### config.mk
export PLATFORM = sky130hd
export DESIGN_NAME = bounded_priority_job_table_unit
export DESIGN_NICKNAME = d
export VERILOG_FILES = /design/src/hw/rtl/bpjt_pkg.sv /design/src/hw/rtl/bounded_priority_job_table_unit.sv /design/src/hw/rtl/bpjt_mem.sv
export SDC_FILE = /design/constraint.sdc
export NUM_CORES = 1
export LEC_CHECK = 0
export ABC_AREA = 1
export BUFFER_PORTS_ARGS = -buffer_cell sky130_fd_sc_hd__buf_2
export CAP_MARGIN = 0
export CORE_ASPECT_RATIO = 0.7
export CORE_UTILIZATION = 35
export CTS_BUF_LIST = sky130_fd_sc_hd__clkbuf_16
export CTS_CLUSTER_SIZE = 10
export DETAILED_ROUTE_END_ITERATION = 12
export RECOVER_POWER = 100
export SKIP_CTS_REPAIR_TIMING = 1
export SKIP_LAST_GASP = 1
export SLEW_MARGIN = 5
export SYNTH_ARGS = -nofsm -noshare
export SYNTH_HDL_FRONTEND = slang
export SYNTH_HIERARCHICAL = 1
export SYNTH_SLANG_ARGS = --single-unit
export TNS_END_PERCENT = 5
### constraint.sdc
create_clock -name clk -period 8 [get_ports clk]
set_input_delay 0.8 -clock clk [delete_from_list [all_inputs] [get_ports clk]]
set_output_delay 0.8 -clock clk [all_outputs]
set_load 0.05 [all_outputs]
### src/hw/rtl/bpjt_pkg.sv
// shared types and constants for the bounded priority job table
`timescale 1ns / 1ps
`default_nettype none
package bpjt_pkg;
	localparam int Depth = 8;
	localparam int IdxW = $clog2(Depth);
	localparam int CntW = $clog2(Depth + 1);
	localparam logic [8:0] PrioMax = 9'd256;
	localparam logic [8:0] PrioNone = 9'd257;
	localparam logic [6:0] MaxResults = 7'd8;

	typedef enum logic [2:0] {
		ACT_SUBMIT = 3'd0,
		ACT_CLEAR  = 3'd1,
		ACT_REMOVE = 3'd2,
		ACT_LIST   = 3'd3,
		ACT_CHANGE = 3'd4,
		ACT_COUNT  = 3'd5,
		ACT_TAKE   = 3'd6,
		ACT_NOP    = 3'd7
	} action_t;

	typedef enum logic [1:0] {
		ST_OK       = 2'd0,
		ST_FULL     = 2'd1,
		ST_NOTFOUND = 2'd2,
		ST_EMPTY    = 2'd3
	} status_t;

	typedef enum logic [2:0] {
		FSM_IDLE,
		FSM_SCAN,
		FSM_SHIFT,
		FSM_LIST,
		FSM_DONE
	} fsm_t;

	typedef struct packed {
		logic [15:0] id;
		logic [7:0]  jtype;
		logic [8:0]  prio;
	} entry_t;
endpackage
`default_nettype wire

### src/hw/rtl/bounded_priority_job_table_unit.sv
// top level of the bounded priority job table
//
// command channel: an item is taken when start is high and busy is low;
// busy stays high until the last result of that item has been shown.
// result channel: each result is on the ports for one cycle with strobe
// high; last marks the final one. the receiver cannot stall it.
// jobs sit in one entry memory with a registered read; list, remove,
// change and take walk its single read port, one entry per cycle while
// they scan or list. submit, clear, count and the first list result show
// in the cycle after the item is taken; further list results follow one
// per cycle. remove and change scan up to the match, or the whole table
// when none matches; take always scans the whole table. remove and take
// then close the gap by moving each later entry down one place, reading
// each entry before writing it back.
// a new item can be taken in the cycle after the last result; how long an
// item holds the unit is set by the single memory read port.
// reset empties the table and restarts the id counter at zero, so the
// first id given is one; memory contents are not cleared, since entries
// at or above the count are never read.
`timescale 1ns / 1ps
`default_nettype none
module bounded_priority_job_table_unit (
	input  wire logic        clk,
	input  wire logic        arst_n,
	input  wire logic        start,
	output logic             busy,
	input  wire logic [2:0]  action,
	input  wire logic [15:0] job_id,
	input  wire logic [8:0]  priority_req,
	input  wire logic [7:0]  job_kind,
	input  wire logic [6:0]  list_limit,
	output logic             strobe,
	output logic [1:0]       status,
	output logic [15:0]      out_id,
	output logic [7:0]       out_type,
	output logic [8:0]       out_priority,
	output logic [6:0]       job_count,
	output logic             last
);
	localparam int IW = bpjt_pkg::IdxW;
	localparam int CW = bpjt_pkg::CntW;

	bpjt_pkg::fsm_t state_q, state_d;
	bpjt_pkg::action_t act_q;
	logic [15:0] id_q, next_id_q;
	logic [8:0] prio_q;
	logic [7:0] type_q;
	logic [CW-1:0] occ_q, n_q, idx_q, pos_q;
	logic found_q;
	bpjt_pkg::entry_t best_q;
	logic [8:0] minp_q;
	logic rd_vld_s1;
	logic [CW-1:0] rd_idx_s1;

	logic we;
	logic [IW-1:0] waddr, raddr;
	bpjt_pkg::entry_t wdata, rdata;

	bpjt_mem u_mem (
		.clk(clk), .we(we), .waddr(waddr), .wdata(wdata), .raddr(raddr), .rdata(rdata)
	);

	logic [8:0] prio_in;
	assign prio_in = (priority_req > bpjt_pkg::PrioMax) ? bpjt_pkg::PrioMax : priority_req;
	logic accept;
	assign accept = start && !busy;
	assign busy = (state_q != bpjt_pkg::FSM_IDLE);

	logic [6:0] list_n;
	always_comb begin
		list_n = (list_limit < 7'(occ_q)) ? list_limit : 7'(occ_q);
		if (list_n > bpjt_pkg::MaxResults) begin
			list_n = bpjt_pkg::MaxResults;
		end
	end

	// scan issues reads at idx; data returns in the next cycle, tagged rd_idx_s1
	logic scan_done;
	assign scan_done = !rd_vld_s1 && (idx_q >= occ_q);

	always_comb begin
		state_d = state_q;
		case (state_q)
			bpjt_pkg::FSM_IDLE: begin
				if (accept) begin
					case (bpjt_pkg::action_t'(action))
						bpjt_pkg::ACT_REMOVE, bpjt_pkg::ACT_CHANGE, bpjt_pkg::ACT_TAKE:
							state_d = bpjt_pkg::FSM_SCAN;
						bpjt_pkg::ACT_LIST:
							state_d = (list_n == 7'd0) ? bpjt_pkg::FSM_DONE : bpjt_pkg::FSM_LIST;
						default: state_d = bpjt_pkg::FSM_DONE;
					endcase
				end
			end
			bpjt_pkg::FSM_SCAN: begin
				if (scan_done || (act_q != bpjt_pkg::ACT_TAKE && found_q)) begin
					if ((found_q || (act_q == bpjt_pkg::ACT_TAKE && occ_q != '0))
					    && act_q != bpjt_pkg::ACT_CHANGE) begin
						state_d = bpjt_pkg::FSM_SHIFT;
					end else begin
						state_d = bpjt_pkg::FSM_DONE;
					end
				end
			end
			bpjt_pkg::FSM_SHIFT: begin
				if (!rd_vld_s1 && (idx_q + CW'(1) >= occ_q)) begin
					state_d = bpjt_pkg::FSM_DONE;
				end
			end
			bpjt_pkg::FSM_LIST: begin
				if (rd_vld_s1 && (rd_idx_s1 + CW'(1) == n_q)) begin
					state_d = bpjt_pkg::FSM_IDLE;
				end
			end
			bpjt_pkg::FSM_DONE: state_d = bpjt_pkg::FSM_IDLE;
			default: state_d = bpjt_pkg::FSM_IDLE;
		endcase
	end

	// memory port control
	logic issue;
	always_comb begin
		we = 1'b0;
		waddr = IW'(occ_q);
		wdata = '{id: next_id_q + 16'd1, jtype: job_kind, prio: prio_in};
		issue = 1'b0;
		raddr = idx_q[IW-1:0];
		case (state_q)
			bpjt_pkg::FSM_IDLE: begin
				if (accept && bpjt_pkg::action_t'(action) == bpjt_pkg::ACT_SUBMIT
				    && occ_q < CW'(bpjt_pkg::Depth)) begin
					we = 1'b1;
				end
				raddr = '0;
				// an empty table is never read
				issue = accept && (bpjt_pkg::action_t'(action) != bpjt_pkg::ACT_SUBMIT)
					&& (occ_q != '0);
			end
			bpjt_pkg::FSM_SCAN: begin
				issue = (idx_q < occ_q) && !found_q;
			end
			bpjt_pkg::FSM_SHIFT: begin
				// read idx+1 then write it back at idx
				raddr = IW'(idx_q + CW'(1));
				issue = !rd_vld_s1 && (idx_q + CW'(1) < occ_q);
				we = rd_vld_s1;
				waddr = IW'(idx_q);
				wdata = rdata;
			end
			bpjt_pkg::FSM_LIST: begin
				issue = (idx_q < n_q);
			end
			bpjt_pkg::FSM_DONE: begin
				if (act_q == bpjt_pkg::ACT_CHANGE && found_q) begin
					we = 1'b1;
					waddr = IW'(pos_q);
					wdata = '{id: best_q.id, jtype: best_q.jtype, prio: prio_q};
				end
			end
			default: ;
		endcase
	end

	always_ff @(posedge clk or negedge arst_n) begin
		if (!arst_n) begin
			state_q <= bpjt_pkg::FSM_IDLE;
			occ_q <= '0;
			next_id_q <= '0;
			rd_vld_s1 <= 1'b0;
			found_q <= 1'b0;
			idx_q <= '0;
		end else begin
			state_q <= state_d;
			rd_vld_s1 <= issue && (state_q != bpjt_pkg::FSM_SHIFT || !rd_vld_s1);
			rd_idx_s1 <= (state_q == bpjt_pkg::FSM_IDLE) ? '0 : idx_q;
			case (state_q)
				bpjt_pkg::FSM_IDLE: begin
					if (accept) begin
						act_q <= bpjt_pkg::action_t'(action);
						id_q <= job_id;
						prio_q <= prio_in;
						type_q <= job_kind;
						n_q <= CW'(list_n);
						// a submit that finds the table full is flagged here
						found_q <= (bpjt_pkg::action_t'(action) == bpjt_pkg::ACT_SUBMIT) && !we;
						minp_q <= bpjt_pkg::PrioNone;
						best_q <= '0;
						idx_q <= issue ? CW'(1) : '0;
						if (we) begin
							occ_q <= occ_q + CW'(1);
							next_id_q <= next_id_q + 16'd1;
						end
						if (bpjt_pkg::action_t'(action) == bpjt_pkg::ACT_CLEAR) begin
							occ_q <= '0;
						end
					end
				end
				bpjt_pkg::FSM_SCAN: begin
					if (issue) begin
						idx_q <= idx_q + CW'(1);
					end
					if (rd_vld_s1 && !found_q) begin
						if (act_q == bpjt_pkg::ACT_TAKE) begin
							if (rdata.prio < minp_q) begin
								minp_q <= rdata.prio;
								best_q <= rdata;
								pos_q <= rd_idx_s1;
							end
						end else if (rdata.id == id_q) begin
							found_q <= 1'b1;
							best_q <= rdata;
							pos_q <= rd_idx_s1;
						end
					end
					if (state_d != bpjt_pkg::FSM_SCAN) begin
						if (act_q == bpjt_pkg::ACT_TAKE) begin
							found_q <= (occ_q != '0);
							idx_q <= pos_q;
						end else begin
							idx_q <= pos_q;
						end
					end
				end
				bpjt_pkg::FSM_SHIFT: begin
					if (rd_vld_s1) begin
						idx_q <= idx_q + CW'(1);
					end
					if (state_d == bpjt_pkg::FSM_DONE) begin
						occ_q <= occ_q - CW'(1);
					end
				end
				bpjt_pkg::FSM_LIST: begin
					if (issue) begin
						idx_q <= idx_q + CW'(1);
					end
				end
				default: ;
			endcase
		end
	end

	// result outputs
	always_comb begin
		strobe = 1'b0;
		status = bpjt_pkg::ST_OK;
		out_id = '0;
		out_type = '0;
		out_priority = '0;
		job_count = 7'(occ_q);
		last = 1'b1;
		case (state_q)
			bpjt_pkg::FSM_LIST: begin
				strobe = rd_vld_s1;
				out_id = rdata.id;
				out_type = rdata.jtype;
				out_priority = rdata.prio;
				last = (rd_idx_s1 + CW'(1) == n_q);
			end
			bpjt_pkg::FSM_DONE: begin
				strobe = 1'b1;
				case (act_q)
					bpjt_pkg::ACT_SUBMIT: begin
						// a real append shows up as the id just consumed
						if (found_q) begin
							status = bpjt_pkg::ST_FULL;
						end else begin
							out_id = next_id_q;
							out_type = type_q;
							out_priority = prio_q;
						end
					end
					bpjt_pkg::ACT_REMOVE: begin
						if (found_q) begin
							out_id = id_q;
						end else begin
							status = bpjt_pkg::ST_NOTFOUND;
						end
					end
					bpjt_pkg::ACT_CHANGE: begin
						if (found_q) begin
							out_id = best_q.id;
							out_type = best_q.jtype;
							out_priority = prio_q;
						end else begin
							status = bpjt_pkg::ST_NOTFOUND;
						end
					end
					bpjt_pkg::ACT_TAKE: begin
						if (found_q) begin
							out_id = best_q.id;
							out_type = best_q.jtype;
							out_priority = best_q.prio;
						end else begin
							status = bpjt_pkg::ST_EMPTY;
						end
					end
					default: ;
				endcase
			end
			default: ;
		endcase
	end

`ifndef SYNTHESIS
	a_occ_range: assert property (@(posedge clk) disable iff (!arst_n)
		occ_q <= CW'(bpjt_pkg::Depth)) else $error("count above depth");
	a_strobe_busy: assert property (@(posedge clk) disable iff (!arst_n)
		strobe |-> busy) else $error("result outside an action");
	a_last_idle: assert property (@(posedge clk) disable iff (!arst_n)
		(strobe && last) |=> !busy) else $error("busy after last result");
`endif
endmodule
`default_nettype wire

### src/hw/rtl/bpjt_mem.sv
// entry memory: one write port, one registered read port
`timescale 1ns / 1ps
`default_nettype none
module bpjt_mem (
	input  wire logic                      clk,
	input  wire logic                      we,
	input  wire logic [bpjt_pkg::IdxW-1:0] waddr,
	input  wire bpjt_pkg::entry_t          wdata,
	input  wire logic [bpjt_pkg::IdxW-1:0] raddr,
	output bpjt_pkg::entry_t               rdata
);
	bpjt_pkg::entry_t mem [bpjt_pkg::Depth];

	always_ff @(posedge clk) begin
		if (we) begin
			mem[waddr] <= wdata;
		end
		rdata <= mem[raddr];
	end
endmodule
`default_nettype wire
==> metrics.log <==
INFO  metric run_status = complete, but fails checks
INFO  metric die_h = 200 um
INFO  metric post_dp_cell_area = 20800 sq um
INFO  metric yosysWarningCount = 6
INFO  metric fill_cells = 5468
INFO  metric worst_slew_margin_rel = -60.2%
INFO  metric finalCriticalPeriod = 5.95 ns
INFO  metric finalHoldViolCount = 0
INFO  metric clock_insertion_delay_worst_skew = 0.58 ns
INFO  metric grtUsageTotal = 17.7%
INFO  metric ctsRootBufferMaster = sky130_fd_sc_hd__clkbuf_16
INFO  metric synthArstFlopShare = 6.97%
INFO  metric layout.core_utilization = 39.8%
INFO  metric antenna_found_initial = 0
INFO  metric cp_slowest_cell = sky130_fd_sc_hd__nor3_1
INFO  metric grt_max_degree = 85
INFO  metric hold_class = primary input to flop
INFO  metric timing.final.max_slew_violations = 226
INFO  metric critical-path-top-delay-family = simple AND/OR/NAND/NOR gates
INFO  metric cells_along_the_critical_path = nor2_1, inv_1, nor2_1, clkinvlp_2, nor2_1, inv_1, nor3_1, inv_1, o211ai_2, nand2_1, nor2_4, buf_4
INFO  metric setup_violations = 0
INFO  metric postRouteWirelength = 50.9 mm
INFO  metric critPathArrivalTime = 6.17 ns
INFO  metric global_route.overflow_total = 0
INFO  metric worstSetupStartpointType = flop
INFO  metric portBuffers = 87
INFO  metric gp_congestion = 0.912
INFO  metric num_vias = 14200
INFO  metric power-per-cell-area = 359 nW/um^2
INFO  metric via_per_inst = 4.88
INFO  metric floorplan.io_pins = 91
INFO  metric routedWlPerCell = 17.5 um
INFO  metric ys_seq_elements = 416
INFO  metric timing.reg2reg.worst_path_depth = 12
INFO  metric finalHoldWorstSlack = 0.413 ns
INFO  metric number_of_instances_in_the_synthesized_netlist = 2064
INFO  metric failed_checks = capacitance limit, slew limit
INFO  metric timing.setup.tns = 0 ns
INFO  metric post_route_cells_drive_above_1_share = 5.97%
INFO  metric areaGrowthSynthToFinish = 12.1%
INFO  metric worstSetupEndpointType = flop
INFO  metric most_frequent_cell_after_synthesis = sky130_fd_sc_hd__nand2_1
INFO  metric layout.nets = 2214
INFO  metric path_depth = 12
INFO  metric seq_area_frac_synth = 61.3%
INFO  metric endpoint = u_mem/mem[1][20]
INFO  metric worstPathRequired = 8.22 ns
INFO  metric ys_dominant_reg_cell = sky130_fd_sc_hd__edfxtp_1
INFO  metric critical_path.n_buffers_inverters = 5
INFO  metric drt_pre_antenna_iters = 5
INFO  metric peakVddDrop = 0.180 mV
INFO  metric synth.top_cell.area_share = 54.2%
INFO  metric achievable-frequency = 168 MHz
INFO  metric number_of_max_cap_violations = 7
INFO  metric ctsHtreeMaxLevel = 2
INFO  metric clock_path_buffers = 3
INFO  metric synth.largest_area_cell = sky130_fd_sc_hd__edfxtp_1
INFO  metric report.power.total = 7.90 mW
INFO  metric post_synth.cell_area_avg = 9.51 sq um
INFO  metric edff_count_synth = 354
INFO  metric rr_startpoint = state_q[2]
INFO  metric timing.final.crit_share = 74.3%
INFO  metric worst-path-max-fanout = 32
INFO  metric drc = 0
INFO  metric placementRows = 72
INFO  metric syn_area = 19600 sq um
INFO  metric die_x = 285 um
INFO  metric number_of_global_route_vias_before_repair = 13800
INFO  metric finish.instance_area = 22000 sq um
INFO  metric post_synth_main_area_contributors = sky130_fd_sc_hd__edfxtp_1 54%, sky130_fd_sc_hd__nand2_1 12%, sky130_fd_sc_hd__inv_1 7.3%
INFO  metric slew_at_the_pin_closest_to_its_max_slew_limit = 2.40 ns
INFO  metric core_area = 55300 sq um
INFO  metric tritoncts = built
INFO  metric worst_path_largest_cell_delay = 0.74 ns
INFO  metric path_class = flop to flop
INFO  metric insertedDiodeCount = 0
INFO  metric tritoncts.num_buffers = 47
INFO  metric distinct_cell_type_count_of_the_synthesized_netlist = 52
INFO  metric hpwlAfterDp = 32.0 mm
INFO  metric numClockSinks = 416
INFO  metric rsz0062_at_grt = false
INFO  metric crit-reg2reg-capture = u_mem/mem[1][20]
INFO  metric fp.dieArea = 57000 sq um
INFO  metric remaining_antenna_violation_count = 0
INFO  metric initial_core_util = 35.5%
INFO  metric finalClockSkew = 0.0287 ns
INFO  metric reg2reg_setup_slack = 2.05 ns
INFO  metric drt_iter0_drc = 1320
INFO  metric p_leak = 9.62 nW
INFO  metric cp-startpoint = state_q[2]
INFO  metric grt_first_pass_wirelength = 78.3 mm
INFO  metric synth_top_cells_by_count = 633 x sky130_fd_sc_hd__nand2_1, 380 x sky130_fd_sc_hd__inv_1, 354 x sky130_fd_sc_hd__edfxtp_1
INFO  metric clkTransAtPathRegs = 0.06 ns
## metal layers
layer	up-vias	wire, um	GRT usage, %
li1	6842	-	-
met2	483	22600	27.6
met5	-	0	0
met3	87	3400	3.05
met1	6825	24000	25.4
met4	0	1010	4.59
## worst register-to-register path, stage by stage (launching register included)
cell                         delay [ns]
sky130_fd_sc_hd__dfrtp_1           0.41
sky130_fd_sc_hd__nor2_1            0.56
sky130_fd_sc_hd__inv_1             0.16
sky130_fd_sc_hd__nor2_1            0.43
sky130_fd_sc_hd__clkinvlp_2        0.42
sky130_fd_sc_hd__nor2_1            0.40
sky130_fd_sc_hd__inv_1             0.20
sky130_fd_sc_hd__nor3_1            0.74
sky130_fd_sc_hd__inv_1             0.72
sky130_fd_sc_hd__o211ai_2          0.29
sky130_fd_sc_hd__nand2_1           0.28
sky130_fd_sc_hd__nor2_4            0.55
sky130_fd_sc_hd__buf_4             0.42
## cell usage in the layout (no fill, tap or decap), types with 2 or more instances in the layout
master	Yosys	final
sky130_fd_sc_hd__nand2_1	633	633
sky130_fd_sc_hd__inv_1	380	419
sky130_fd_sc_hd__edfxtp_1	354	354
sky130_fd_sc_hd__nand3_1	163	163
sky130_fd_sc_hd__nor2_1	95	93
sky130_fd_sc_hd__clkbuf_1	32	59
sky130_fd_sc_hd__clkbuf_16	0	47
sky130_fd_sc_hd__o21ai_0	47	46
sky130_fd_sc_hd__a21oi_1	34	34
sky130_fd_sc_hd__buf_2	32	34
sky130_fd_sc_hd__dfxtp_1	33	33
sky130_fd_sc_hd__dfrtp_1	29	29
sky130_fd_sc_hd__ha_1	28	28
sky130_fd_sc_hd__o221ai_1	27	27
sky130_fd_sc_hd__o22ai_1	26	26
sky130_fd_sc_hd__xor2_1	21	21
sky130_fd_sc_hd__buf_4	4	16
sky130_fd_sc_hd__xnor2_1	13	13
sky130_fd_sc_hd__o31ai_1	10	10
sky130_fd_sc_hd__a22oi_1	9	9
sky130_fd_sc_hd__a32oi_1	9	9
sky130_fd_sc_hd__inv_2	11	8
sky130_fd_sc_hd__nor3_1	7	8
sky130_fd_sc_hd__nor2_4	3	8
sky130_fd_sc_hd__nand4_1	6	6
sky130_fd_sc_hd__o211ai_1	6	6
sky130_fd_sc_hd__o21ai_4	0	3
sky130_fd_sc_hd__a31oi_1	3	3
sky130_fd_sc_hd__conb_1	1	3
sky130_fd_sc_hd__clkinv_1	2	2
sky130_fd_sc_hd__nor2_2	3	2
sky130_fd_sc_hd__nand3b_1	2	2
sky130_fd_sc_hd__o21bai_1	2	2
sky130_fd_sc_hd__or2_2	2	2
sky130_fd_sc_hd__a211oi_1	1	2
sky130_fd_sc_hd__clkinv_8	0	2
## power breakdown
part	internal (mW)	switching [mW]
logic	0.748	2.12
clock network	1.06	0.872
registers	2.86	0.231
total	4.68	3.22
## flip-flops by register name, summed over array words and instances, names as in the netlist, 8 cells and up
| name | count |
|---|---|
| best_q | 33 |
| type_q | 8 |
| prio_q | 9 |
| minp_q | 9 |
| u_mem/mem | 264 |
| next_id_q | 16 |
| u_mem/rdata | 33 |
| id_q | 16 |
## metrics by stage
step | cells | worst slack (ns)
after floorplan | 2066 | 4.31
after global placement | 2831 | 3.85
after detailed placement | 2831 | 3.75
after CTS | 2918 | 3.72
after global routing | 2918 | 1.78
final | 2918 | 2.05
## logic make-up after synthesis
group / share of synthesized area [%]
DFF: 61.3
AOI/OAI and AO/OA: 6.24
and+or+nand+nor: 19.4
adders and majority gates: 1.79
xor gates and xnor gates: 1.52
buffers and inverters: 9.82
other: 0.0191
## cell type report
| class | instances | area, sq um | area share (%) |
|---|---|---|---|
| flip-flops and latches | 416 | 12000 | 54.6 |
| repair buffers | 109 | 512 | 2.33 |
| multi-input cells | 1172 | 5690 | 25.9 |
| clock buffers | 47 | 1180 | 5.35 |
| inverters | 394 | 1480 | 6.74 |
| well taps | 740 | 926 | 4.21 |
| clock inverters | 40 | 191 | 0.870 |
## worst min-delay path by stage
stage / start / endpoint / slack (ns) / depth (start not counted)
finish: job_id[10] / id_q[10] / 0.41 / 1
global route: job_id[2] / id_q[2] / 0.40 / 1
CTS: arst_n / next_id_q[0] / 0.28 / 2
detailed placement: rd_idx_s1[3] / pos_q[3] / 0.49 / 0
global placement: rd_idx_s1[3] / pos_q[3] / 0.48 / 0
floorplan: rd_idx_s1[3] / pos_q[3] / 0.45 / 0
Note: power is estimated with default switching activity, not from simulation.
